[src/design/nvts_pkg.sv]
// Shared types and constants for the nearest-value table search block.
// No dependencies; every other design file imports this package.
`timescale 1ns / 1ps
`default_nettype none

package nvts_pkg;

  // Table geometry and value format (signed Q7.24).
  localparam int TABLE_DEPTH = 1024;
  localparam int VALUE_W     = 32;
  localparam int IDX_W       = $clog2(TABLE_DEPTH);
  localparam int CNT_W       = 11;

  // Operation codes carried on the input channel.
  localparam logic OP_WRITE = 1'b0;
  localparam logic OP_QUERY = 1'b1;

  // One input item.
  typedef struct packed {
    logic                      operation;
    logic [IDX_W-1:0]          entry_index;
    logic signed [VALUE_W-1:0] sample_value;
  } in_item_t;

  // One result item.
  typedef struct packed {
    logic [IDX_W-1:0] nearest_index;
    logic             found;
  } out_item_t;

  // Request from the sequencer to the table memory.
  typedef struct packed {
    logic                      wr_en;
    logic [IDX_W-1:0]          wr_addr;
    logic signed [VALUE_W-1:0] wr_data;
    logic                      rd_en;
    logic [IDX_W-1:0]          rd_addr;
  } mem_req_t;

  // Flags returned by the shared compare unit.
  typedef struct packed {
    logic eq;
    logic gt;
    logic lt;
    logic above;
  } cmp_res_t;

endpackage

`default_nettype wire

[src/design/nvts_cmp.sv]
// Shared compare unit: orders the query against one entry and tests
// the query against the midpoint of two neighbors exactly (2x > a + b).
// Depends on nvts_pkg for the value width and flag struct.
`timescale 1ns / 1ps
`default_nettype none

module nvts_cmp
  import nvts_pkg::*;
(
  input  wire logic signed [VALUE_W-1:0] x,
  input  wire logic signed [VALUE_W-1:0] y,
  input  wire logic signed [VALUE_W-1:0] a,
  input  wire logic signed [VALUE_W-1:0] b,
  output cmp_res_t                       res
);

  logic signed [VALUE_W:0] two_x;
  logic signed [VALUE_W:0] sum_ab;

  // One extra bit keeps both sides of the midpoint test exact.
  assign two_x  = {x, 1'b0};
  assign sum_ab = {a[VALUE_W-1], a} + {b[VALUE_W-1], b};

  assign res.eq    = (x == y);
  assign res.gt    = (x > y);
  assign res.lt    = (x < y);
  assign res.above = (two_x > sum_ab);

endmodule

`default_nettype wire

[config.mk]
export PLATFORM = sky130hd
export DESIGN_NAME = nvts_cmp
export DESIGN_NICKNAME = d
export VERILOG_FILES = /design/src/design/nvts_pkg.sv /design/src/design/nvts_cmp.sv
export SDC_FILE = /design/constraint.sdc
export NUM_CORES = 1
export LEC_CHECK = 0
export ABC_CLOCK_PERIOD_IN_PS = 3700
export BUFFER_PORTS_ARGS = -buffer_cell sky130_fd_sc_hd__clkbuf_2
export CORE_MARGIN = 1
export CORE_UTILIZATION = 30
export DETAILED_ROUTE_END_ITERATION = 8
export PLACE_DENSITY = 0.63
export REMOVE_ABC_BUFFERS = 1
export SLEW_MARGIN = 20
export SYNTH_ARGS = -nofsm -noshare
export SYNTH_HDL_FRONTEND = slang
export SYNTH_SLANG_ARGS = --single-unit
export TNS_END_PERCENT = 50
[constraint.sdc]
create_clock -name vclk -period 3.7
set_input_delay 0.37 -clock vclk [all_inputs]
set_output_delay 0.37 -clock vclk [all_outputs]
set_load 0.005 [all_outputs]
# Word level (Yosys, flattened, before mapping)
# Index checks and enable logic that the tools add are counted.
dict set report totals {
  regBits 0
  output_inout_bits 4
  elab_cells 5
}
dict set report classes {
  n_lt_le_gt_ge 3
  n_eq_ne 1
  addsub 1
}
# cell n
set ops {}
lappend ops {{$add A32 B32 Y33} 1}
lappend ops {{$gt A33 B33 Y1} 1}
lappend ops {{$eq A32 B32 Y1} 1}
lappend ops {{$gt A32 B32 Y1} 1}
lappend ops {{$lt A32 B32 Y1} 1}

# Logic depth before layout (Yosys ltp)
# Gate-level depths: netlist of the first run.
dict set report logic_depth {
  depth_word 2
  mapped_depth 15
  ltp_nobuf 15
}

# Least setup slack after synthesis of the first run
# No wires, ideal clock.
dict set report synth_path {
  kind {input to output}
  from {input port a[0]}
  to {output port res[0] in the netlist's numbering}
  cell_stages 14
  setup_slack_ns -0.054
  t_arrival_ns 3.384
  path_buffers 0
  path_cell_list {ha_1 > fa_1 > a211oi_1 > o211ai_1 > a311oi_2 > nor2_2 > a41oi_2 > xor2_1 > ha_1 > and4_1 > a21oi_1 > o221ai_1 > a2111oi_0 > nor2_1}
}
# item line
set synth_rtl {}
lappend synth_rtl {{start, declared} nvts_cmp.sv:12} ;# input wire logic signed [VALUE_W-1:0] a,
lappend synth_rtl {{end, declared} nvts_cmp.sv:14} ;# output cmp_res_t res

==> metrics.md, run 1 <==
| Metric | Value |
|---|---|
| Status | complete, but fails checks |
| Failing checks | setup timing |
| Layout cells sized above 1 | 36.3% |
| Final core occ | 45.1% |
| Detailed placement HPWL | 10500 um |
| Area growth, synth to finish | 46.0% |
| Finished Layout Cells | approximately 810 |
| Class of the worst hold path | input port to output pin |
| Element type at the critical path start | input port |
| Synth area leader | ha_1 |
| Slowest cell on crit path | or3_4 |
| Fmax achieved | 0.254 GHz |
| Post-synth cell types | 55 |
| Die ar. | 11600 sq um |
| Cells along the critical path | clkbuf_2 > ha_1 > a21oi_1 > o211ai_1 > a211oi_1 > buf_4 > nor2_1 > o41ai_2 > xor2_1 > ha_1 > nand3_1 > or3_4 > o221ai_2 > o21ai_0 > nor2_1 > clkbuf_2 |
| # rows | 38 |
| Flip-flop and latch area | 0 sq um |
| Sequential fraction of design power | 0% |
| Share of the synthesized area in the top cell type | between 30% and 40% |
| DRC violation count after routing | 0 |
| Power density cells | around 180 nW/um^2 |
| Top-count cell post-synth | ha_1 |
| Via count | between 4k and 5k |
| Iteration-0 DRC Markers | between 150 and 200 |
| Buf+Inv Stages, Crit Path | 3 |
| Peak VDD IR | 0.0680 mV |
| Cells after Synth | 460 |
| First-pass GRT wire length | ~18000 um |
| Routed WL | about 11000 um |
| Vert. Die Dim | approximately 110 um |
| Pint | between 400 and 500 uW |
| Die width | ~110 um |
| Hold_buf cts | 0 |
| Clkbuf count | 0 |
| Least-Margin Pin Slew | between 0.4 and 0.5 ns |
| Seq cells | 0 |
| Initial Utilization | 30.9% |
| Combinational Power Share | 100.0% |
| Detailed Routing Iterations Pass 1 | 4 |
| Unrepaired setup endpoints after global routing | true |
| GRT Total Usage | between 15 and 20% |
| Final hold viol count | 0 |
| Initial antenna violation count | 0 |
| Design Area, Final | between 4000 and 5000 sq um |
| Arrival @ worst endpoint | roughly 3.6 ns |
| Final RePlAce weighted congestion | 0.921 |
| I/O Pins | 132 |
| Syn Area/Cell | between 7 and 8 sq um |
| Crit path largest cell delay | 0.42 ns |
| Min Clock Period, post-route | roughly 4 ns |
| Maxcap violations | 0 |
| Top post-synthesis cells by count | ha_1, a21oi_1, inv_1 |
| Static leakage | 0.00267 uW |
| N_diodes | 0 |
| Final #Nets | 900 |
| Vias per Instance | between 5 and 6 |
| Setup-failing EPs final | 1 |
| CP delay by family, top | compound AO/OA/AOI/OAI gates |
| Slew Limit Headroom | 66.6% |
| Clock share of power | 0% |
| Max FO, Critical Path | 4 |
| Crit Path Category | input port to output pin |
| Worst Setup Slack, final | -0.233 ns |
| Post-Syn Area | 3350 sq um |
| Wire per inst | approximately 14 um |
| Sw Share | about 50% |
| Largest net degree at the start of global routing | 8 |
| Critical path required time | 3.33 ns |
| Final Hold Slack | approximately 1.3 ns |
| Sw power | 441 uW |
| Placed cells | about 810 |
| Grt total ovfl | 0 |
| Core ar. | 10800 sq um |
| Synth area leaders | ha_1, a21oi_1, inv_1 |
| Placed cell areas | 4780 sq um |
| Seq/Total Area, Yosys | 0% |
| Final Max Slew Viols | 0 |
| Remaining antenna violation count | 0 |
| Final Total Pwr | approximately 880 uW |
| Yosys warnings | 0 |
| Port bufs | between 100 and 150 |
| Tcrit/Tclk final | 106% |
| Vias in the first global route | 4087 |
| CP Capture Type | output pin |
## placed cells by master, fill, tap and decap left out, drive strengths merged, types with 11 or more instances in the layout
master,netlist,routed
nor2,19,19
inv,47,47
buf,7,89
o21ai,26,26
a21oi,56,56
ha,96,96
xnor2,11,11
nand4,15,15
nand2,37,37
xor2,17,17
a21o,22,22
clkbuf,1,132
## timing repair
item	CTS	global route
endpoints found under the setup margin	1	1
hold endpoints to repair	0	0
gates resized for setup	13	6
setup buffers	3	1
pin swaps	22	4
## power by group through the flow
stage / clock network (uW) / registers (uW) / logic [uW]
2_1_floorplan: 0 / 0 / 481
3_5_place_dp: 0 / 0 / 835
5_1_grt: 0 / 0 / 978
3_3_place_gp: 0 / 0 / 810
6_report: 0 / 0 / 876
4_1_cts: 0 / 0 / 863
## tightest hold or removal path, cell delays in order
cell	delay, ns
clkbuf_2	0.08
ha_1	0.22
nand4_1	0.08
nor2_1	0.07
clkbuf_2	0.11
## kinds of logic (layout without fill, tap and decap cells)
| logic type | after synthesis | after routing | synth area share (%) |
|---|---|---|---|
| adders and majority gates | 97 | 97 | 36.5 |
| and+or+nand+nor | 115 | 115 | 17.2 |
| xor gates and xnor gates | 28 | 28 | 7.32 |
| buffers and inverters | 55 | 268 | 6.61 |
| AOI/OAI and AO/OA | 165 | 165 | 32.4 |
## metal layers
metal	vias to the layer above	routed length, um	GRT usage [%]	share of wire [%]
met5	-	0	0	0
met3	16	458	0.605	4.0
li1	2163	-	-	-
met2	112	5440	35.9	48
met1	1858	5250	25.1	46
met4	0	229	3.33	2.0
## final timing paths
check,startpoint,to,cells after the start
worst max-delay path,a[4],res[0],16
worst min-delay path,y[0],res[3],5
## metrics by stage
stage	setup slack (ns)	TNS (ns)
floorplan	-0.0536	-0.0536
global placement	-0.484	-0.484
detailed placement	-0.585	-0.585
CTS	-0.248	-0.248
global route	-0.503	-0.503
finish	-0.233	-0.233
## final cells by class
cell class | instances | area [sq um]
fillers | 1105 | 5950
inverters | 47 | 176
multi-input cells | 405 | 3210
well taps | 140 | 175
repair buffers | 221 | 1330
No activity file was read; power rests on OpenSTA's default activity.
==> inputs of run 2 (changes only) <==
BUFFER_PORTS_ARGS = -buffer_cell sky130_fd_sc_hd__buf_2   (was -buffer_cell sky130_fd_sc_hd__clkbuf_2)
GPL_ROUTABILITY_DRIVEN = 0   (was not set)
==> run 2 against run 1 <==
Critical path depth up 1. Via count is essentially flat. Power rose by 1.9%. Highest routed layer unchanged. Sequential cell count unchanged. First-iteration DRC count decreased by 22%. Count of clock-buffer cells in the layout stayed put. Wire length about the same. Die area unchanged. Worst setup slack gained 0.015 ns. The run still ends with setup timing left.
==> metrics.md, run 2 (synthesis results as in run 1) <==
| Metric | Value |
|---|---|
| Status | complete, but fails checks (unchanged) |
| Failing checks | setup timing (unchanged) |
| Combinational Power Share | 100.0% (about the same) |
| Clock share of power | 0% (about the same) |
| Iteration-0 DRC Markers | 151 (was 193) |
| Initial antenna violation count | 0 (unchanged) |
| Tcrit/Tclk final | 106% (about the same) |
| Final Total Pwr | 893 uW (was 876 uW) |
| Seq cells | 0 (unchanged) |
| Slew Limit Headroom | 67.2% (was 66.6%) |
| Filler cells | 1122 (was 1105) |
| CP Capture Type | output pin (unchanged) |
| Critical path required time | 3.33 ns (about the same) |
| Clkbuf count | 0 (unchanged) |
| Worst hold start | y[0] (unchanged) |
| Grt total ovfl | 0 (unchanged) |
| Port bufs | 132 (unchanged) |
| First-pass GRT wire length | 18500 um (about the same) |
| Final hold viol count | 0 (unchanged) |
| Initial Utilization | 30.9% (unchanged) |
| Min Clock Period, post-route | 3.92 ns (was 3.93 ns) |
| Final Max Slew Viols | 0 (unchanged) |
| Die ar. | 11600 sq um (unchanged) |
| Detailed placement HPWL | 10400 um (was 10500 um) |
| # rows | 38 (unchanged) |
| Layout cells sized above 1 | 36.7% (was 36.3%) |
| Vias per Instance | 5.11 (was 5.10) |
| Area growth, synth to finish | 47.5% (was 46.0%) |
| Pint | 441 uW (was 435 uW) |
| Max FO, Critical Path | 3 (was 4) |
| Vias in the first global route | 4020 (was 4087) |
| Power density cells | 181 nW/um^2 (was 179 nW/um^2) |
| Detailed Routing Iterations Pass 1 | 4 (unchanged) |
| Placement Setup Slack | -0.574 ns (was -0.585 ns) |
| Element type at the critical path start | input port (unchanged) |
| Flip-flop and latch area | 0 sq um (unchanged) |
| Commonest cells after routing, fill and taps aside | buf_2, ha_1, buf_4, a21oi_1, inv_1 (was clkbuf_2, ha_1, buf_4, a21oi_1, inv_1) |
| Final #Nets | 898 (was 900) |
| Crit Path Category | input port to output pin (unchanged) |
| Worst Setup Slack, final | -0.217 ns (was -0.233 ns) |
| Largest net degree at the start of global routing | 8 (unchanged) |
| Arrival @ worst endpoint | 3.55 ns (was 3.56 ns) |
| Sw Share | 50.6% (was 50.4%) |
| Least-Margin Pin Slew | 0.487 ns (was 0.496 ns) |
| Peak VDD IR | 0.0797 mV (was 0.0680 mV) |
| Sequential fraction of design power | 0% (about the same) |
| Final core occ | 45.5% (was 45.1%) |
| Hold Path Depth | 5 (unchanged) |
| Static leakage | 0.00264 uW (was 0.00267 uW) |
| Setup-failing EPs final | 1 (unchanged) |
| Sink of the worst hold path | res[3] (unchanged) |
| Sw power | 452 uW (was 441 uW) |
| Core ar. | 10800 sq um (unchanged) |
| Fmax achieved | 0.255 GHz (was 0.254 GHz) |
| Die width | 108 um (unchanged) |
| Commonest non-fill, non-tap cell in the layout | buf_2 (was clkbuf_2) |
| Unrepaired setup endpoints after global routing | true (unchanged) |
| Routed WL | 11400 um (about the same) |
| Via count | 4148 (was 4149) |
| Design Area, Final | 4940 sq um (was 4890 sq um) |
| N_diodes | 0 (unchanged) |
| Wire per inst | 14.0 um (about the same) |
| Hold_buf cts | 0 (unchanged) |
| I/O Pins | 132 (unchanged) |
| DRC violation count after routing | 0 (unchanged) |
| GRT Total Usage | 19.6% (was 19.4%) |
| Class of the worst hold path | input port to output pin (unchanged) |
| Remaining antenna violation count | 0 (unchanged) |
| Placed cell areas | 4760 sq um (was 4780 sq um) |
| Vert. Die Dim | 108 um (unchanged) |
| Maxcap violations | 0 (unchanged) |
[run 2: metrics by stage]
step	TNS (ns)	cells	hold slack [ns]
floorplan	-0.0536	452	1.02
global placement	-0.535	807	1.27
detailed placement	-0.574	807	1.28
CTS	-0.196	810	1.28
global route	-0.476	811	1.32
finish	-0.217	811	1.29
[run 2: layout make-up]
| type | instances | area, sq um | area share (%) |
|---|---|---|---|
| tap | 140 | 175 | 3.55 |
| timing repair buffer | 219 | 1330 | 26.9 |
| multi-input combinational | 405 | 3260 | 66.0 |
| inverter | 47 | 176 | 3.57 |
[run 2: metal layers]
metal | vias up | wire length, um | GRT usage [%]
li1 | 2166 | - | -
met2 | 109 | 5510 | 36.0
met5 | - | 0 | 0
met3 | 15 | 472 | 0.242
met4 | 0 | 172 | 2.84
met1 | 1858 | 5230 | 25.9
[run 2: worst max-delay path: stages]
cell       delay (ns)
buf_6            0.10
ha_4             0.15
fa_2             0.34
a211oi_2         0.22
o211ai_1         0.18
nand4_1          0.19
nand2_2          0.09
a2111o_1         0.40
o311ai_2         0.10
ha_1             0.31
a21oi_2          0.16
nor2_1           0.07
a211oi_2         0.26
o221ai_4         0.14
a2111oi_4        0.27
nor2_1           0.06
buf_2            0.13
[run 2: power groups by stage]
| stage | clock [uW] | sequential (uW) | combinational, uW |
|---|---|---|---|
| 6_report | 0 | 0 | 893 |
| 3_3_place_gp | 0 | 0 | 804 |
| 4_1_cts | 0 | 0 | 876 |
| 2_1_floorplan | 0 | 0 | 481 |
| 5_1_grt | 0 | 0 | 997 |
| 3_5_place_dp | 0 | 0 | 832 |
[run 2: worst max path at each step]
stage / from / endpoint / slack, ns / cells past startpoint
2_1_floorplan: a[0] / res[0] / -0.05 / 14
3_3_place_gp: a[0] / res[0] / -0.53 / 17
3_5_place_dp: a[0] / res[0] / -0.57 / 16
4_1_cts: b[0] / res[0] / -0.20 / 17
5_1_grt: b[0] / res[0] / -0.48 / 17
6_report: b[0] / res[0] / -0.22 / 17
[run 2: what timing repair did]
item                       CTS  global route
setup buffers                3             1
setup endpoints to repair    1             1
resized for setup           21             6
pin swaps                   26            11
cloned                       0             0
==> inputs of run 3 (changes only) <==
REMOVE_ABC_BUFFERS = not set   (was 1)
==> run 3 against run 2 <==
The run still ends with setup timing left. Wire length decreased by 0.28%. Non-clock buffer count decreased by 4. Maximum frequency increased by 0.45%. Critical path type unchanged. Highest routed layer unchanged.
==> metrics.md, run 3 (synthesis results as in run 1) <==
| Metric | Value |
|---|---|
| Final Max Slew Viols | 0 (unchanged) |
| Crit Path Category | input port to output pin (unchanged) |
| Finished Layout Cells | 809 (was 811) |
| Clkbuf count | 0 (unchanged) |
| Final Hold Slack | 1.30 ns (was 1.29 ns) |
| Min Clock Period, post-route | 3.90 ns (was 3.92 ns) |
| Initial antenna violation count | 2 (was 0) |
| Initial Utilization | 30.9% (unchanged) |
| I/O Pins | 132 (unchanged) |
| Remaining antenna violation count | 0 (unchanged) |
| Unrepaired setup endpoints after global routing | true (unchanged) |
| CP Capture Type | output pin (unchanged) |
| Placement Setup Slack | -0.556 ns (was -0.574 ns) |
| Filler cells | 1087 (was 1122) |
| Maxcap violations | 0 (unchanged) |
| Vias per Instance | 5.10 (was 5.11) |
| DRC violation count after routing | 0 (unchanged) |
| Critical path required time | 3.33 ns (about the same) |
| Core ar. | 10800 sq um (unchanged) |
| Largest net degree at the start of global routing | 8 (unchanged) |
| Worst Setup Slack, final | -0.200 ns (was -0.217 ns) |
| Status | complete, but fails checks (unchanged) |
| Vias in the first global route | 4101 (was 4020) |
| Iteration-0 DRC Markers | 173 (was 151) |
| Flip-flop and latch area | 0 sq um (unchanged) |
| Commonest cells after routing, fill and taps aside | buf_2, ha_1, buf_4, a21oi_1, inv_1 (unchanged) |
| Die ar. | 11600 sq um (unchanged) |
| Tcrit/Tclk final | 105% (was 106%) |
| Element type at the critical path start | input port (unchanged) |
| Least-Margin Pin Slew | 0.456 ns (was 0.487 ns) |
| # rows | 38 (unchanged) |
| Failing checks | setup timing (unchanged) |
| GRT Total Usage | 19.6% (about the same) |
| Vert. Die Dim | 108 um (unchanged) |
| Seq cells | 0 (unchanged) |
| Static leakage | 0.00262 uW (was 0.00264 uW) |
| Routed WL | 11400 um (about the same) |
| Via count | 4127 (was 4148) |
| First-pass GRT wire length | 18800 um (was 18500 um) |
| Max FO, Critical Path | 3 (unchanged) |
| Fmax achieved | 0.256 GHz (was 0.255 GHz) |
| Arrival @ worst endpoint | 3.53 ns (was 3.55 ns) |
| Detailed placement HPWL | 10200 um (was 10400 um) |
| Power density cells | 181 nW/um^2 (about the same) |
| Final hold viol count | 0 (unchanged) |
| Detailed Routing Iterations Pass 1 | 6 (was 4) |
| Wire per inst | 14.0 um (about the same) |
| Class of the worst hold path | input port to output pin (unchanged) |
| Grt total ovfl | 0 (unchanged) |
| Final Total Pwr | 897 uW (was 893 uW) |
| Layout cells sized above 1 | 38.1% (was 36.7%) |
| Commonest non-fill, non-tap cell in the layout | buf_2 (unchanged) |
| Die width | 108 um (unchanged) |
| Setup-failing EPs final | 1 (unchanged) |
| Final #Nets | 894 (was 898) |
| Placed cells | 804 (was 807) |
| Slew Limit Headroom | 69.3% (was 67.2%) |
| Peak VDD IR | 0.0701 mV (was 0.0797 mV) |
| Area growth, synth to finish | 48.4% (was 47.5%) |
| Port bufs | 132 (unchanged) |
| Syn nets | 685 |
-- run 3: cell count changes in the layout (fill, tap and decap cells not counted), sizes merged --
cell,change
buf,-4
diode,+2
-- run 3: final timing paths --
kind / from / end / cells past startpoint
worst max-delay path: b[2] / res[0] / 17
worst min-delay path: y[0] / res[3] / 5
-- run 3: cell type report --
type / count / area [sq um] / share of cell area, %
multi-input combinational: 405 / 3320 / 66.7
timing repair buffer: 215 / 1300 / 26.1
inverter: 47 / 176 / 3.55
antenna: 2 / 5.00 / 0.101
tap: 140 / 175 / 3.53
-- run 3: what timing repair did --
| item | in CTS | in global routing |
|---|---|---|
| hold buffers | 0 | 0 |
| resized for setup | 12 | 31 |
| setup buffers | 1 | 2 |
| hold endpoints to repair | 0 | 0 |
| pin swaps | 23 | 19 |
| endpoints found under the setup margin | 1 | 1 |
-- run 3: stage by stage --
stage / setup TNS, ns / instance area [sq um] / util [%]
finish: -0.200 / 4970 / 45.8
global route: -0.386 / 4970 / 45.8
CTS: -0.300 / 4800 / 44.3
detailed placement: -0.556 / 4740 / 43.8
global placement: -0.474 / 4740 / 43.8
floorplan: 0 / 3350 / -
-- run 3: worst max-delay path, stage by stage --
cell and delay [ns]:
buf_2 0.12, ha_4 0.23, o211ai_1 0.28, buf_4 0.16
o211ai_1 0.13, a211oi_1 0.24, buf_4 0.17, nor2_2 0.05
o41ai_2 0.36, xor2_1 0.14, ha_1 0.31, nand3_2 0.07
or3_4 0.36, o221ai_4 0.23, o21ai_2 0.09, nor2_1 0.08
buf_2 0.13
-- run 3: power by group --
| group | switching [uW] | leakage (uW) | total, uW | internal, uW |
|---|---|---|---|---|
| Combinational | 456 | 0.00262 | 897 | 441 |
| Sequential | 0 | 0 | 0 | 0 |
| Clock | 0 | 0.0000000127 | 0.0000723 | 0.0000723 |
| Total | 456 | 0.00262 | 897 | 441 |
-- run 3: routing by layer --
metal | GRT usage [%] | part of all wire [%]
met1 | 26.3 | 47
met3 | 0.424 | 4.2
met2 | 35.3 | 47
met5 | 0 | 0
met4 | 3.23 | 1.7
