### src/design/nvts_pkg.sv
// Shared types and constants for the nearest-value table search block.
// No dependencies; every other design file imports this package.
`timescale 1ns / 1ps
`default_nettype none

package nvts_pkg;

  // Table geometry and value format (signed Q7.24).
  localparam int TABLE_DEPTH = 1024;
  localparam int VALUE_W     = 32;
  localparam int IDX_W       = $clog2(TABLE_DEPTH);
  localparam int CNT_W       = 11;

  // Operation codes carried on the input channel.
  localparam logic OP_WRITE = 1'b0;
  localparam logic OP_QUERY = 1'b1;

  // One input item.
  typedef struct packed {
    logic                      operation;
    logic [IDX_W-1:0]          entry_index;
    logic signed [VALUE_W-1:0] sample_value;
  } in_item_t;

  // One result item.
  typedef struct packed {
    logic [IDX_W-1:0] nearest_index;
    logic             found;
  } out_item_t;

  // Request from the sequencer to the table memory.
  typedef struct packed {
    logic                      wr_en;
    logic [IDX_W-1:0]          wr_addr;
    logic signed [VALUE_W-1:0] wr_data;
    logic                      rd_en;
    logic [IDX_W-1:0]          rd_addr;
  } mem_req_t;

  // Flags returned by the shared compare unit.
  typedef struct packed {
    logic eq;
    logic gt;
    logic lt;
    logic above;
  } cmp_res_t;

endpackage

`default_nettype wire

### src/design/nvts_seq.sv
// Search sequencer: loads table entries, runs the range check and the
// binary search over the table memory, and holds the result register.
// Depends on nvts_pkg; drives nvts_mem and uses the nvts_cmp flags.
`timescale 1ns / 1ps
`default_nettype none

module nvts_seq
  import nvts_pkg::*;
(
  input  wire logic                      clk,
  input  wire logic                      rst_n,
  input  wire logic                      in_valid,
  output logic                           in_ready,
  input  wire in_item_t                  in_data,
  output logic                           out_valid,
  input  wire logic                      out_ready,
  output out_item_t                      out_data,
  input  wire logic [IDX_W-1:0]          last_idx,
  output mem_req_t                       mem_req,
  input  wire logic signed [VALUE_W-1:0] rd_data,
  input  wire cmp_res_t                  cmp,
  output logic signed [VALUE_W-1:0]      cmp_x,
  output logic signed [VALUE_W-1:0]      cmp_a,
  output logic signed [VALUE_W-1:0]      cmp_b
);

  typedef enum logic [2:0] {
    S_IDLE,
    S_FIRST,
    S_LAST,
    S_SRCH,
    S_FIN,
    S_PUSH
  } state_t;

  state_t                    state_r;
  logic signed [VALUE_W-1:0] x_r;
  logic signed [VALUE_W-1:0] a_r;
  logic signed [VALUE_W-1:0] b_r;
  logic [IDX_W-1:0]          left_r;
  logic [IDX_W-1:0]          right_r;
  logic [IDX_W-1:0]          mid_r;
  logic                      lo_fail_r;
  logic [IDX_W-1:0]          res_idx_r;
  logic                      res_found_r;
  logic                      out_valid_r;
  out_item_t                 out_data_r;

  logic [IDX_W-1:0]          left_nxt;
  logic [IDX_W-1:0]          right_nxt;
  logic [IDX_W:0]            mid_sum;
  logic [IDX_W-1:0]          mid_nxt;
  logic                      more;
  logic                      out_of_range;
  logic                      in_xfer;

  assign in_ready  = (state_r == S_IDLE);
  assign in_xfer   = in_valid && in_ready;
  assign out_valid = out_valid_r;
  assign out_data  = out_data_r;

  assign cmp_x = x_r;
  assign cmp_a = a_r;
  assign cmp_b = b_r;

  // A query fails the range check below the first or above the last entry.
  assign out_of_range = lo_fail_r || cmp.gt;

  // Next search bounds: initial bounds after the range check, else
  // move the bound on the side that the query does not lie on.
  always_comb begin
    if (state_r == S_LAST) begin
      left_nxt  = '0;
      right_nxt = last_idx;
    end else if (cmp.gt) begin
      left_nxt  = mid_r;
      right_nxt = right_r;
    end else begin
      left_nxt  = left_r;
      right_nxt = mid_r;
    end
  end

  assign mid_sum = {1'b0, left_nxt} + {1'b0, right_nxt};
  assign mid_nxt = mid_sum[IDX_W:1];
  assign more    = (({1'b0, left_nxt} + 1'b1) < {1'b0, right_nxt});

  // Memory requests: entry writes from idle, reads as the search steps.
  always_comb begin
    mem_req.wr_en   = in_xfer && (in_data.operation == OP_WRITE);
    mem_req.wr_addr = in_data.entry_index;
    mem_req.wr_data = in_data.sample_value;
    mem_req.rd_en   = 1'b0;
    mem_req.rd_addr = '0;
    unique case (state_r)
      S_IDLE: begin
        mem_req.rd_en = in_xfer && (in_data.operation == OP_QUERY);
      end
      S_FIRST: begin
        mem_req.rd_en   = 1'b1;
        mem_req.rd_addr = last_idx;
      end
      S_LAST: begin
        mem_req.rd_en   = !out_of_range && more;
        mem_req.rd_addr = mid_nxt;
      end
      S_SRCH: begin
        mem_req.rd_en   = !cmp.eq && more;
        mem_req.rd_addr = mid_nxt;
      end
      S_FIN, S_PUSH: begin
        mem_req.rd_en = 1'b0;
      end
      default: begin
        mem_req.rd_en = 1'b0;
      end
    endcase
  end

  // Sequencer state, search registers and result register.
  always_ff @(posedge clk) begin
    if (!rst_n) begin
      state_r     <= S_IDLE;
      out_valid_r <= 1'b0;
    end else begin
      // The output register empties on a transfer unless a new result loads it.
      if (out_valid_r && out_ready && (state_r != S_PUSH)) begin
        out_valid_r <= 1'b0;
      end
      unique case (state_r)
        S_IDLE: begin
          if (in_xfer && (in_data.operation == OP_QUERY)) begin
            x_r     <= in_data.sample_value;
            state_r <= S_FIRST;
          end
        end
        S_FIRST: begin
          a_r       <= rd_data;
          lo_fail_r <= cmp.lt;
          state_r   <= S_LAST;
        end
        S_LAST: begin
          b_r <= rd_data;
          if (out_of_range) begin
            res_idx_r   <= '0;
            res_found_r <= 1'b0;
            state_r     <= S_PUSH;
          end else begin
            left_r  <= left_nxt;
            right_r <= right_nxt;
            mid_r   <= mid_nxt;
            state_r <= more ? S_SRCH : S_FIN;
          end
        end
        S_SRCH: begin
          if (cmp.eq) begin
            res_idx_r   <= mid_r;
            res_found_r <= 1'b1;
            state_r     <= S_PUSH;
          end else begin
            if (cmp.gt) begin
              a_r <= rd_data;
            end else begin
              b_r <= rd_data;
            end
            left_r  <= left_nxt;
            right_r <= right_nxt;
            mid_r   <= mid_nxt;
            state_r <= more ? S_SRCH : S_FIN;
          end
        end
        S_FIN: begin
          // A tie at the midpoint keeps the lower index.
          res_idx_r   <= cmp.above ? right_r : left_r;
          res_found_r <= 1'b1;
          state_r     <= S_PUSH;
        end
        S_PUSH: begin
          if (!out_valid_r || out_ready) begin
            out_valid_r              <= 1'b1;
            out_data_r.nearest_index <= res_idx_r;
            out_data_r.found         <= res_found_r;
            state_r                  <= S_IDLE;
          end
        end
        default: begin
          state_r <= S_IDLE;
        end
      endcase
    end
  end

  // The probe index always lies strictly inside the current bounds.
  assert property (@(posedge clk) disable iff (!rst_n)
    (state_r == S_SRCH) |-> ((left_r < mid_r) && (mid_r < right_r)))
    else $error("search probe outside its bounds");

  // The upper bound never leaves the entries in use.
  assert property (@(posedge clk) disable iff (!rst_n)
    (state_r == S_SRCH || state_r == S_FIN) |-> (right_r <= last_idx))
    else $error("search bound beyond last entry");

  // A found result names an entry in use; a miss reports index zero.
  assert property (@(posedge clk) disable iff (!rst_n)
    (state_r == S_PUSH) |->
      (res_found_r ? (res_idx_r <= last_idx) : (res_idx_r == '0)))
    else $error("result index inconsistent with found flag");

  // A new result is loaded only when the output register is free.
  assert property (@(posedge clk) disable iff (!rst_n)
    ($past(state_r) == S_PUSH && state_r == S_IDLE && $past(out_valid_r))
      |-> $past(out_ready))
    else $error("result overwrote an untaken transfer");

endmodule

`default_nettype wire
### config.mk
export PLATFORM = sky130hd
export DESIGN_NAME = nvts_seq
export DESIGN_NICKNAME = d
export VERILOG_FILES = /design/src/design/nvts_pkg.sv /design/src/design/nvts_seq.sv
export SDC_FILE = /design/constraint.sdc
export NUM_CORES = 1
export LEC_CHECK = 0
export CORE_ASPECT_RATIO = 0.75
export CORE_MARGIN = 10
export CORE_UTILIZATION = 56
export CTS_CLUSTER_SIZE = 10
export DETAILED_ROUTE_END_ITERATION = 8
export DONT_BUFFER_PORTS = 1
export GPL_TIMING_DRIVEN = 1
export PLACE_DENSITY = 0.72
export SLEW_MARGIN = 25
export SYNTH_ARGS = -nofsm -noshare
export SYNTH_HDL_FRONTEND = slang
export SYNTH_SLANG_ARGS = --single-unit
### constraint.sdc
create_clock -name clk -period 5.7 [get_ports clk]
set_clock_uncertainty 0.2 [all_clocks]
set_input_delay 1.14 -clock clk [delete_from_list [all_inputs] [get_ports clk]]
set_output_delay 1.14 -clock clk [all_outputs]
set_load 0.01 [all_outputs]
# Word-level counts from Yosys, hierarchy flattened
# Cells that the tools add are included.
totals:
  regBits: 153
  inputBits: 93
  out_inout_bits: 163
  elab_cells: 93
classes:
  add_sub_neg: 2
  n_lt_le_gt_ge: 1
  n_eq_ne: 14
  mux: 37
  bitwise_logic: 1
  n_reduce_logical: 25
op_table:
  columns: ["cell", "n"]
  rows:
  - ["10-bit 2-to-1 mux", 13]
  - ["32-bit 2-to-1 mux", 4]
  - ["32-bit case mux with 2 select lines", 2]
  - ["10-bit case mux with 2 select lines", 4]
  - ["10-bit case mux with 3 select lines", 1]
  - ["3-bit case mux with 6 select lines", 1]
  - ["4-bit AND reduction", 4]
  - ["3-bit 2-to-1 mux", 5]
  - ["2-bit != test, second input constant", 7]
  - ["10-bit by 1-bit adder with 11-bit output, second input constant", 1]
  - ["10-bit by 10-bit adder with 11-bit output", 1]
  - ["11-bit by 10-bit less-than comparator with 1-bit output", 1]
  - ["1-bit logical AND", 7]
  - ["3-bit by 2-bit equality test with 1-bit output, second input constant", 2]
  - ["3-bit equality test, second input constant", 2]
  - ["3-bit AND reduction", 2]
  - ["1-bit 2-to-1 mux", 5]
  - ["1-bit case mux with 4 select lines", 1]
  - ["2-bit AND reduction", 2]
  - ["2-bit nonzero test", 2]
  - ["3-bit by 1-bit equality test with 1-bit output, second input constant", 1]
  - ["1-bit logical NOT", 3]
  - ["3-bit logical NOT", 1]
  - ["3-bit != test, second input constant", 1]
  - ["other kinds (6)", 7]

# Depth between registers and ports, before layout
# Gate-level depths: netlist of run 1.
depth:
  depth_word: 7
  ltp_mapped: 17
  ltp_nobuf: 14

# Worst setup path before layout of run 1
# OpenSTA, ideal clock, no wires.
synth_path:
  kind: "input to output"
  startpoint: "input port cmp[2] (netlist name)"
  endpoint: "output port mem_req[10] (netlist name)"
  arrival_time_ns: 4.405
  required_time_ns: 4.360
  slack_ns: -0.045
  stages: 17
  n_path_buf: 3
  path_cell_list: "buf_2 buf_1 clkbuf_1 mux2i_1 nor2_1 ha_1 nand3_1 nor2_1 nand2_1 xnor2_1 ha_1 a21oi_1 o21ai_0 a221oi_1 o211ai_1 o31ai_1 a31o_2"
synth_lines:
  columns: ["item", "line", "source"]
  rows:
  - ["start, declared", "nvts_seq.sv:21", "input wire cmp_res_t cmp,"]
  - ["end, declared", "nvts_seq.sv:19", "output mem_req_t mem_req,"]

==> results of run 1 <==
[cell usage after synthesis (all sizes together), types with 4 or more instances]
cell    instances  share of area, %
a22o           10               1.3
and2            5              0.47
nand2          27               1.5
dfxtp           4               1.2
nand3          10              0.75
xnor2           8               1.1
inv            20               1.1
mux2i          27               4.1
nor2           31               1.7
buf            47               5.3
a21oi          14               1.1
mux2            4              0.68
nor3            9              0.68
clkbuf         10              0.56
xor2            5              0.66
ha             19               3.6
o21ai          23               1.7
edfxtp        149                67
a21o            7              0.81
[worst register-to-register path, stage by stage, from the launching register on]
cell,delay [ps]
dfxtp_1,500
nor3b_4,600
nor2_1,170
ha_1,260
nand3_1,130
nor2_1,80
nand2_1,80
xnor2_1,70
ha_1,320
a21oi_1,110
o21ai_0,110
a221oi_2,310
o211ai_1,240
buf_4,200
o311ai_0,270
and3_1,200
[stage by stage]
step,total power [uW],cell area (um^2)
2_1_floorplan,1570,6670
3_3_place_gp,1600,6540
3_5_place_dp,1610,6550
4_1_cts,2740,7160
5_1_grt,2840,7220
6_report,2730,7220
[cell families after synthesis]
logic type,synth area share [%]
fa+ha+maj,3.86
mux,4.73
simple gates,7.49
xor+xnor,1.71
compound gates,6.98
buf+inv,6.94
flops,68.3
[power breakdown]
group	internal (uW)	switching (uW)
Clock	630	499
Sequential	1290	34.2
Combinational	101	175
Total	2020	708
[cell type report]
cell class / count / area [um^2] / share of cell area, %
Clock buffer: 17 / 425 / 5.89
Clock inverter: 15 / 183 / 2.53
Inverter: 20 / 75.1 / 1.04
Multi-Input combinational cell: 239 / 1710 / 23.7
Sequential cell: 153 / 4560 / 63.1
Tap cell: 162 / 203 / 2.81
Timing Repair Buffer: 9 / 67.6 / 0.936
[metal layers]
metal | part of all wire, % | global-route usage [%] | vias to the layer above
met4 | 1.6 | 6.59 | 0
li1 | - | - | 1643
met3 | 9.5 | 6.40 | 30
met1 | 38 | 21.8 | 1808
met2 | 51 | 31.4 | 198
met5 | 0 | 0 | -
[state kept, by name, summed over array words and instances, names as in the netlist, 3 cells and up]
name and flops:
cmp_x 32, left_r 10, res_idx_r 10, state_r 3
cmp_a 32, out_data 11, right_r 10, cmp_b 32
mid_r 10
[repair_timing]
| item | in CTS | in global routing |
|---|---|---|
| resized for setup | 1 | 6 |
| cloned | 0 | 0 |
| hold buffers | 0 | 0 |
| setup endpoints to repair | 1 | 1 |
| buffers inserted | 0 | 3 |
| pin swaps | 0 | 3 |
[worst max path at each step]
stage / from / endpoint / slack [ps] / depth (start not counted)
final: cmp[2] / mem_req[10] / 220 / 12
after global routing: cmp[2] / mem_req[10] / 30 / 12
after CTS: cmp[2] / mem_req[10] / 10 / 12
after detailed placement: cmp[2] / mem_req[10] / 20 / 12
after global placement: cmp[2] / mem_req[10] / 160 / 12
after floorplan: cmp[2] / mem_req[10] / 120 / 17
==> run summary, run 1 <==
Vert. Die Dim -> 115 um
Commonest non-fill, non-tap cell in the layout -> edfxtp_1
Max-slew violations -> 0
GR Util All Layers -> 18.5%
Synth Flop Type -> edfxtp_1
Maximum vdd drop -> 0.223 mV
Worst setup margin -> 216 ps
Hold EP -> out_data[0]
Worst hold stages -> 0
Post-synthesis register bit count -> 153
Slew HR -> 37.4%
Crit-path max FO -> 29
Worst path top cell family by delay -> compound AO/OA/AOI/OAI gates
Number of port buffers -> 0
Post-route DRC -> 0
Max incr delay on CP -> 480 ps
Critical Path Start Type -> input pin
Pre-CTS WS -> 18.5 ps
Placed cells -> 580
Global route total overflow -> 0
Average wire per standard cell -> 26.5 um
Die area -> 16700 um^2
RR Startpoint -> state_r[1]
TritonCTS Buffers -> 17
Number of synthesized flops with an enable pin -> 149
Leakage Power -> 0.00260 uW
Antenna diodes -> 0
Worst r2r dst -> state_r[0]
DPL Wire Length -> 12200 um
Synth Warn # -> 0
Initial Util -> 57.4%
Post-synthesis sequential area ratio -> 68.3%
Crit path capture type -> primary output
# H-tree levels -> 4
Max Clock Freq -> 182 MHz
Number of antenna violations at the first check in global routing -> 1
DR vias/cell -> 5.98
Unique masters post-synth -> 50
Most frequent cells in the layout -> edfxtp_1, nor2_1, mux2i_1, nand2_1, o21ai_0
Power Density -> 378 nW/um^2
Crit Path Class -> in -> out
Asr flop ratio synth -> 0%
Clock tree buffer depth -> 2
Slew @ Worst Pin -> 933 ps
Synthesized area per cell -> 14.2 um^2
Final Hold Vio Count -> 0
Share of cells above drive strength 1 -> 13.2%
Vias -> 3679
Worst skew pair latency -> 420 ps
CTS tree -> yes
Die X -> 146 um
Post-synthesis cell count -> 469
Mapped Area -> 6670 um^2
Area Overhead vs Synth -> 8.26%
Layout Utilization -> 62.2%
FP Rows -> 34
Nets -> 553
Setup TNS -> 0 ps
Reg-to-reg setup timing slack -> 1800 ps
Setup violations, final -> 0
Final ANT Viol Nets -> 0
RSZ-0062 raised after global routing -> false
Min-Delay Startpoint -> res_found_r
Critical path required time -> 4360 ps
Synthesized net count -> 582
Detailed Route WL -> 16300 um
Largest net degree at the start of global routing -> 33
Status -> finished clean
Initial DRC count -> 401
Layout Cells excl Fill -> 615
Post-route clock period utilization -> 96.2%
Io pins -> 256
Drt pass-1 iters -> 5
CTS root buf -> clkbuf_16
Core footprint -> 11600 um^2
Max Cap Viol -> 0
Fill count -> 823
Worst path bufs/invs -> 0
Vias in the first global route -> 3582
Post-route minimum period -> 5480 ps
Clk sinks -> 153
GPL Wtd Cong -> 0.886
HP Class -> reg -> reg
First-pass GRT wire length -> 23300 um
WP data arrival -> 4140 ps
CP max-delay cell -> or4_1
CP Cell Sequence -> nand3b_1 -> a211oi_2 -> nand3_1 -> or4_1 -> nor3_2 -> xor2_1 -> ha_1 -> and3_1 -> a221oi_2 -> o211ai_1 -> o31ai_2 -> a31o_2
Clock Pin Slew Worst Setup and Hold Paths -> 70 ps
R2R depth -> 15
Min Hold Slack -> 220 ps
Power figures use the tool's default switching activity.
==> inputs of run 2 (changes only) <==
--- a/config.mk
+++ b/config.mk
@@ -13,6 +13,7 @@
 export DONT_BUFFER_PORTS = 1
 export GPL_TIMING_DRIVEN = 1
 export PLACE_DENSITY = 0.72
+export RECOVER_POWER = 25
 export SLEW_MARGIN = 25
 export SYNTH_ARGS = -nofsm -noshare
 export SYNTH_HDL_FRONTEND = slang
==> run 2 against run 1 <==
  * Power about the same
  * Global-route usage unchanged
  * Die area unchanged
  * Register-to-register slack about the same
  * Sequential cell count unchanged
  * Wire length about the same
  * Clock power about the same
  * Maximum frequency decreased by 0.14%
  * Cell count unchanged
  * Sequential power about the same
  * Final area unchanged
  * Non-clock buffer count unchanged
  * Critical endpoint unchanged
  * Highest routed layer unchanged
==> run summary, run 2 (same netlist as run 1, synthesis figures left out) <==
Drt pass-1 iters -> 5
Average wire per standard cell -> 26.5 um
Status -> finished clean
WP data arrival -> 4150 ps
CTS tree -> yes
Nets -> 553
Die X -> 146 um
Core footprint -> 11600 um^2
Register area -> 4560 um^2
Crit-path max FO -> 29
Clock tree buffer depth -> 2
Crit Path Class -> in -> out
DPL Wire Length -> 12200 um
Part of the power in registers -> 48.6%
Number of antenna violations at the first check in global routing -> 1
Crit path capture type -> primary output
# H-tree levels -> 4
Post-route DRC -> 0
Number of port buffers -> 0
Vias -> 3677
Max-slew violations -> 0
Switching Share -> 25.9%
Placed cells -> 580
Detailed Route WL -> 16300 um
Post-route clock period utilization -> 96.4%
Most frequent cells in the layout -> edfxtp_1, nor2_1, mux2i_1, nand2_1, o21ai_0
Maximum vdd drop -> 0.222 mV
Sw Pwr -> 708 uW
Vert. Die Dim -> 115 um
Clk pwr share -> 41.3%
Initial DRC count -> 404
Io pins -> 256
Largest net degree at the start of global routing -> 33
CTS root buf -> clkbuf_16
Pint -> 2020 uW
Antenna diodes -> 0
Logic pwr share -> 10.1%
Cts hold-fix bufs -> 0
Commonest non-fill, non-tap cell in the layout -> edfxtp_1
Max Clock Freq -> 182 MHz
Die area -> 16700 um^2
HP Class -> reg -> reg
GR Util All Layers -> 18.5%
Share of cells above drive strength 1 -> 13.2%
Layout Cells excl Fill -> 615
Initial Util -> 57.4%
Clock Pin Slew Worst Setup and Hold Paths -> 70 ps
Fill count -> 823
Max Cap Viol -> 0
RSZ-0062 raised after global routing -> false
Clk sinks -> 153
Setup violations, final -> 0
Worst skew pair latency -> 420 ps
Final Hold Vio Count -> 0
Critical Path Start Type -> input pin
Multi-input gate area -> 1710 um^2
GPL Wtd Cong -> 0.886
TritonCTS Buffers -> 17
FP Rows -> 34
Slew HR -> 37.4%
Area Overhead vs Synth -> 8.26%
Vias in the first global route -> 3582
Slew @ Worst Pin -> 933 ps
Global route total overflow -> 0
Leakage Power -> 0.00260 uW
Final ANT Viol Nets -> 0
Power Density -> 378 nW/um^2
Post-route minimum period -> 5490 ps
DR vias/cell -> 5.98
Setup TNS -> 0 ps
First-pass GRT wire length -> 23300 um
Critical path required time -> 4360 ps
==> run 2: cell counts in the layout (fill, tap and decap cells not counted) <==
No cell type changed its count.
==> run 2: area by class of cell <==
cell class	instances	share of cell area [%]
sequential	153	63.1
multi-input combinational	239	23.7
clock buffer	17	5.89
tap	162	2.81
clock inverter	15	2.53
inverter	20	1.04
timing repair buffer	9	0.936
==> run 2: metal layers <==
metal,share of wire (%),track usage [%],wire [um],vias to the layer above
met1,38,21.8,6270,1804
met4,1.5,6.59,251,0
met2,51,31.4,8250,197
li1,-,-,-,1648
met5,0,0,0,-
met3,9.3,6.40,1520,28
==> run 2: path summary, 6_finish.rpt <==
check / from / endpoint / cells past startpoint / slack [ps]
setup / recovery: cmp[2] / mem_req[10] / 12 / 210
hold / removal: res_found_r / out_data[0] / 0 / 220
setup reg to reg: state_r[1] / state_r[0] / 15 / 1790
hold reg to reg: res_found_r / out_data[0] / 0 / 220
==> run 2: power groups by stage <==
stage | combinational (uW) | clock [uW] | sequential, uW
after floorplan | 233 | 0 | 1340
after global placement | 255 | 0 | 1350
after detailed placement | 261 | 0 | 1350
after CTS | 264 | 1150 | 1330
after global routing | 305 | 1210 | 1330
final | 276 | 1130 | 1330
==> run 2: critical path, cell delays in order <==
cell and delay (ps):
nand3b_1 150, a211oi_2 250, nand3_1 150, or4_1 480, nor3_2 190, xor2_1 180
ha_1 280, and3_1 220, a221oi_2 280, o211ai_1 240, o31ai_2 350, a31o_2 220
==> run 2: repair_timing <==
item,CTS,global route
buffers inserted,0,3
endpoints found under the setup margin,1,1
endpoints found under the hold margin,0,0
resized for setup,1,6
pin swaps,0,3
==> run 2: stage by stage <==
| step | cell area (um^2) | power [uW] | hold slack, ps | worst slack [ps] | utilization, % |
|---|---|---|---|---|---|
| after floorplan | 6670 | 1570 | 200 | 118 | - |
| after global placement | 6540 | 1600 | 206 | 156 | 56.3 |
| after detailed placement | 6550 | 1610 | 207 | 18.5 | 56.4 |
| after CTS | 7160 | 2740 | 220 | 13.7 | 61.6 |
| after global routing | 7220 | 2840 | 230 | 28.8 | 62.2 |
| final | 7220 | 2730 | 215 | 208 | 62.2 |
==> inputs of run 3 (changes only) <==
--- a/config.mk
+++ b/config.mk
@@ -5,6 +5,7 @@
 export SDC_FILE = /design/constraint.sdc
 export NUM_CORES = 1
 export LEC_CHECK = 0
+export ABC_AREA = 1
 export CORE_ASPECT_RATIO = 0.75
 export CORE_MARGIN = 10
 export CORE_UTILIZATION = 56
==> run 3 against run 2 <==
  * Critical path depth grew 5
  * Sequential share of layout area is 0.28 points lower
  * Synthesized cell count grew 15%
  * Sequential power grew 11%
  * Via count up 6.5%
  * Critical endpoint unchanged
  * Largest cell class unchanged
==> run summary, run 3 <==
DPL Wire Length -> 12300 um
Number of antenna violations at the first check in global routing -> 0
Post-DP Area -> 6670 um^2
Core footprint -> 11700 um^2
Multiplexer share of the synthesized area -> 0%
Worst skew pair latency -> 410 ps
Top Metal Used -> met4
Synth area leaders -> edfxtp_1, buf_4, nand2_1
Synth Area in Adders -> 3.82%
Met2 routed WL -> 7330 um
Synthesized area per cell -> 12.5 um^2
Synth area leader -> edfxtp_1
Synth Warn # -> 0
Most common cell in the netlist -> edfxtp_1
Vert. Die Dim -> 115 um
Vias -> 3916
Power Density -> 443 nW/um^2
Crit Path Class -> in -> out
Post-synthesis register bit count -> 153
Largest net degree at the start of global routing -> 33
Largest family of logic cells by synthesized area -> simple AND/OR/NAND/NOR gates
Met1 wire length -> 6370 um
Detailed Route WL -> 15900 um
Nets -> 630
Clock Pin Slew Worst Setup and Hold Paths -> 60 ps
Slew @ Worst Pin -> 995 ps
Initial Util -> 57.7%
Post-synthesis cell count -> 541
Post-route DRC -> 0
Cts repair resizes -> 0
GR Util All Layers -> 18.3%
Status -> finished clean
Top cells by count, synth -> edfxtp_1, nand2_1, inv_1
RSZ-0062 raised after global routing -> false
Die area -> 16900 um^2
Min-Delay Startpoint -> res_idx_r[3]
Met3 Routed Length -> 1880 um
Post-synthesis compound-gate area fraction -> 7.33%
CTS root buf -> clkbuf_16
Max Clock Freq -> 201 MHz
Final ANT Viol Nets -> 0
CP Depth -> 17
Max Cap Viol -> 0
Mapped Area -> 6750 um^2
Post-synthesis sequential area ratio -> 67.5%
CP max-delay cell -> a211oi_2
CP most frequent cell -> nor2_1
Number of synthesized flops with an enable pin -> 149
Critical Path Start Type -> input pin
# H-tree levels -> 4
Commonest non-fill, non-tap cell in the layout -> edfxtp_1
CTS tree -> yes
Initial DRC count -> 366
Drt pass-1 iters -> 6
Final Hold Vio Count -> 0
Area share of and/or/nand/nor cells after synthesis -> 10.7%
Xor-xnor portion of the synthesized cell area -> 1.80%
Post-CTS Setup Inserts -> 0
Post-route cell area -> 7250 um^2
Critical path required time -> 4360 ps
Synth Flop Type -> edfxtp_1
Max-slew violations -> 0
HP Class -> reg -> reg
Setup violations, final -> 0
Die X -> 147 um
Worst path bufs/invs -> 1
Maximum vdd drop -> 0.270 mV
Reg-to-reg setup timing slack -> 2180 ps
Area Overhead vs Synth -> 7.48%
Setup TNS -> 0 ps
Vias in the first global route -> 3861
Synthesized net count -> 654
Worst path top cell family by delay -> simple AND/OR/NAND/NOR gates
Clock tree buffer depth -> 2
Global route total overflow -> 0
Post-route minimum period -> 4980 ps
Synth top area share -> 66.3%
Unique masters post-synth -> 40
Leakage Power -> 0.00271 uW
Antenna diodes -> 0
Clk sinks -> 153
Worst r2r dst -> state_r[2]
FP Rows -> 34
Share of cells above drive strength 1 -> 12.5%
DR vias/cell -> 5.66
Crit-path max FO -> 29
GPL Wtd Cong -> 0.883
R2R depth -> 22
Most frequent cells in the layout -> edfxtp_1, nand2_1, inv_1, nor2_1, o21ai_0
First-pass GRT wire length -> 23600 um
Io pins -> 256
Number of port buffers -> 0
Max incr delay on CP -> 400 ps
Asr flop ratio synth -> 0%
Average wire per standard cell -> 22.9 um
Worst Setup EP -> mem_req[10]
Slew HR -> 33.5%
Critical Path Source -> cmp[2]
Layout Utilization -> 62.0%
RR Startpoint -> state_r[2]
Cts hold-fix bufs -> 0
WP data arrival -> 3640 ps
Worst hold stages -> 0
Crit path capture type -> primary output
Post-route clock period utilization -> 87.3%
CP Cell Sequence -> nor2_1 -> a211oi_2 -> ha_1 -> inv_1 -> nor2_1 -> nand2_2 -> nor2_4 -> nand2_1 -> xnor2_1 -> ha_1 -> a21oi_1 -> nor2_1 -> nor2_1 -> nand2_1 -> nor2_2 -> a21oi_1 -> nand2_1
TritonCTS Buffers -> 17
## run 3: cell count changes in the layout (fill, tap and decap cells not counted), sizes merged, moves of 10 or more
cell,before,now
mux2i,27,0
inv,28,72
nor2,31,42
o21ai,23,33
nand2,27,92
## run 3: report_power, final
group	total [uW]	switching, uW	internal [uW]
Sequential	1470	84.8	1390
Combinational	676	470	205
Clock	1070	482	583
Total	3210	1040	2180
## run 3: kinds of logic (layout without fill, tap and decap cells)
| logic type | after synthesis | after routing |
|---|---|---|
| and+or+nand+nor | 159 | 159 |
| AOI/OAI and AO/OA | 81 | 81 |
| xor gates and xnor gates | 13 | 13 |
| DFF | 153 | 153 |
| adders and majority gates | 20 | 20 |
| buffers and inverters | 115 | 104 |
## run 3: worst min path at each step
stage | endpoint | slack (ps)
final | out_data[4] | 220
after global routing | out_data[5] | 220
after floorplan | out_data[0] | 200
after detailed placement | out_data[4] | 200
after global placement | out_data[5] | 200
after CTS | out_data[4] | 220
## run 3: worst register-to-register path, stage by stage (launching register included)
cell,delay (ps)
dfxtp_1,440
inv_2,90
nand2_4,170
nor2_8,80
a211oi_2,380
ha_1,270
inv_1,50
nor2_1,120
nand2_2,100
nor2_4,120
nand2_1,70
xnor2_1,130
ha_1,330
a21oi_1,160
nor2_1,60
nor2_1,90
nand2_1,90
nor2_2,160
nand3_1,90
nand2_1,70
nand3_1,60
nand2_1,60
inv_1,30
## run 3: layout make-up
cell class | count | area (um^2)
fill | 849 | 4450
clock inverter | 15 | 158
multi-input combinational | 273 | 1620
tap | 162 | 203
clock buffer | 17 | 425
timing repair buffer | 6 | 41.3
inverter | 66 | 248
sequential | 153 | 4550
## run 3: through the flow
stage                     setup WS [ps]  hold WS (ps)  total power (uW)  cells
after floorplan                     792           200              2010    541
after global placement              906           205              2150    660
after detailed placement            773           205              2180    660
after CTS                           760           220              3240    692
after global routing                439           224              3380    692
final                               725           217              3210    692
## run 3: layer usage
metal | track usage (%) | up-vias
li1 | - | 1784
met1 | 23.1 | 1841
met2 | 27.7 | 259
met3 | 7.66 | 32
met4 | 6.99 | 0
met5 | 0 | -
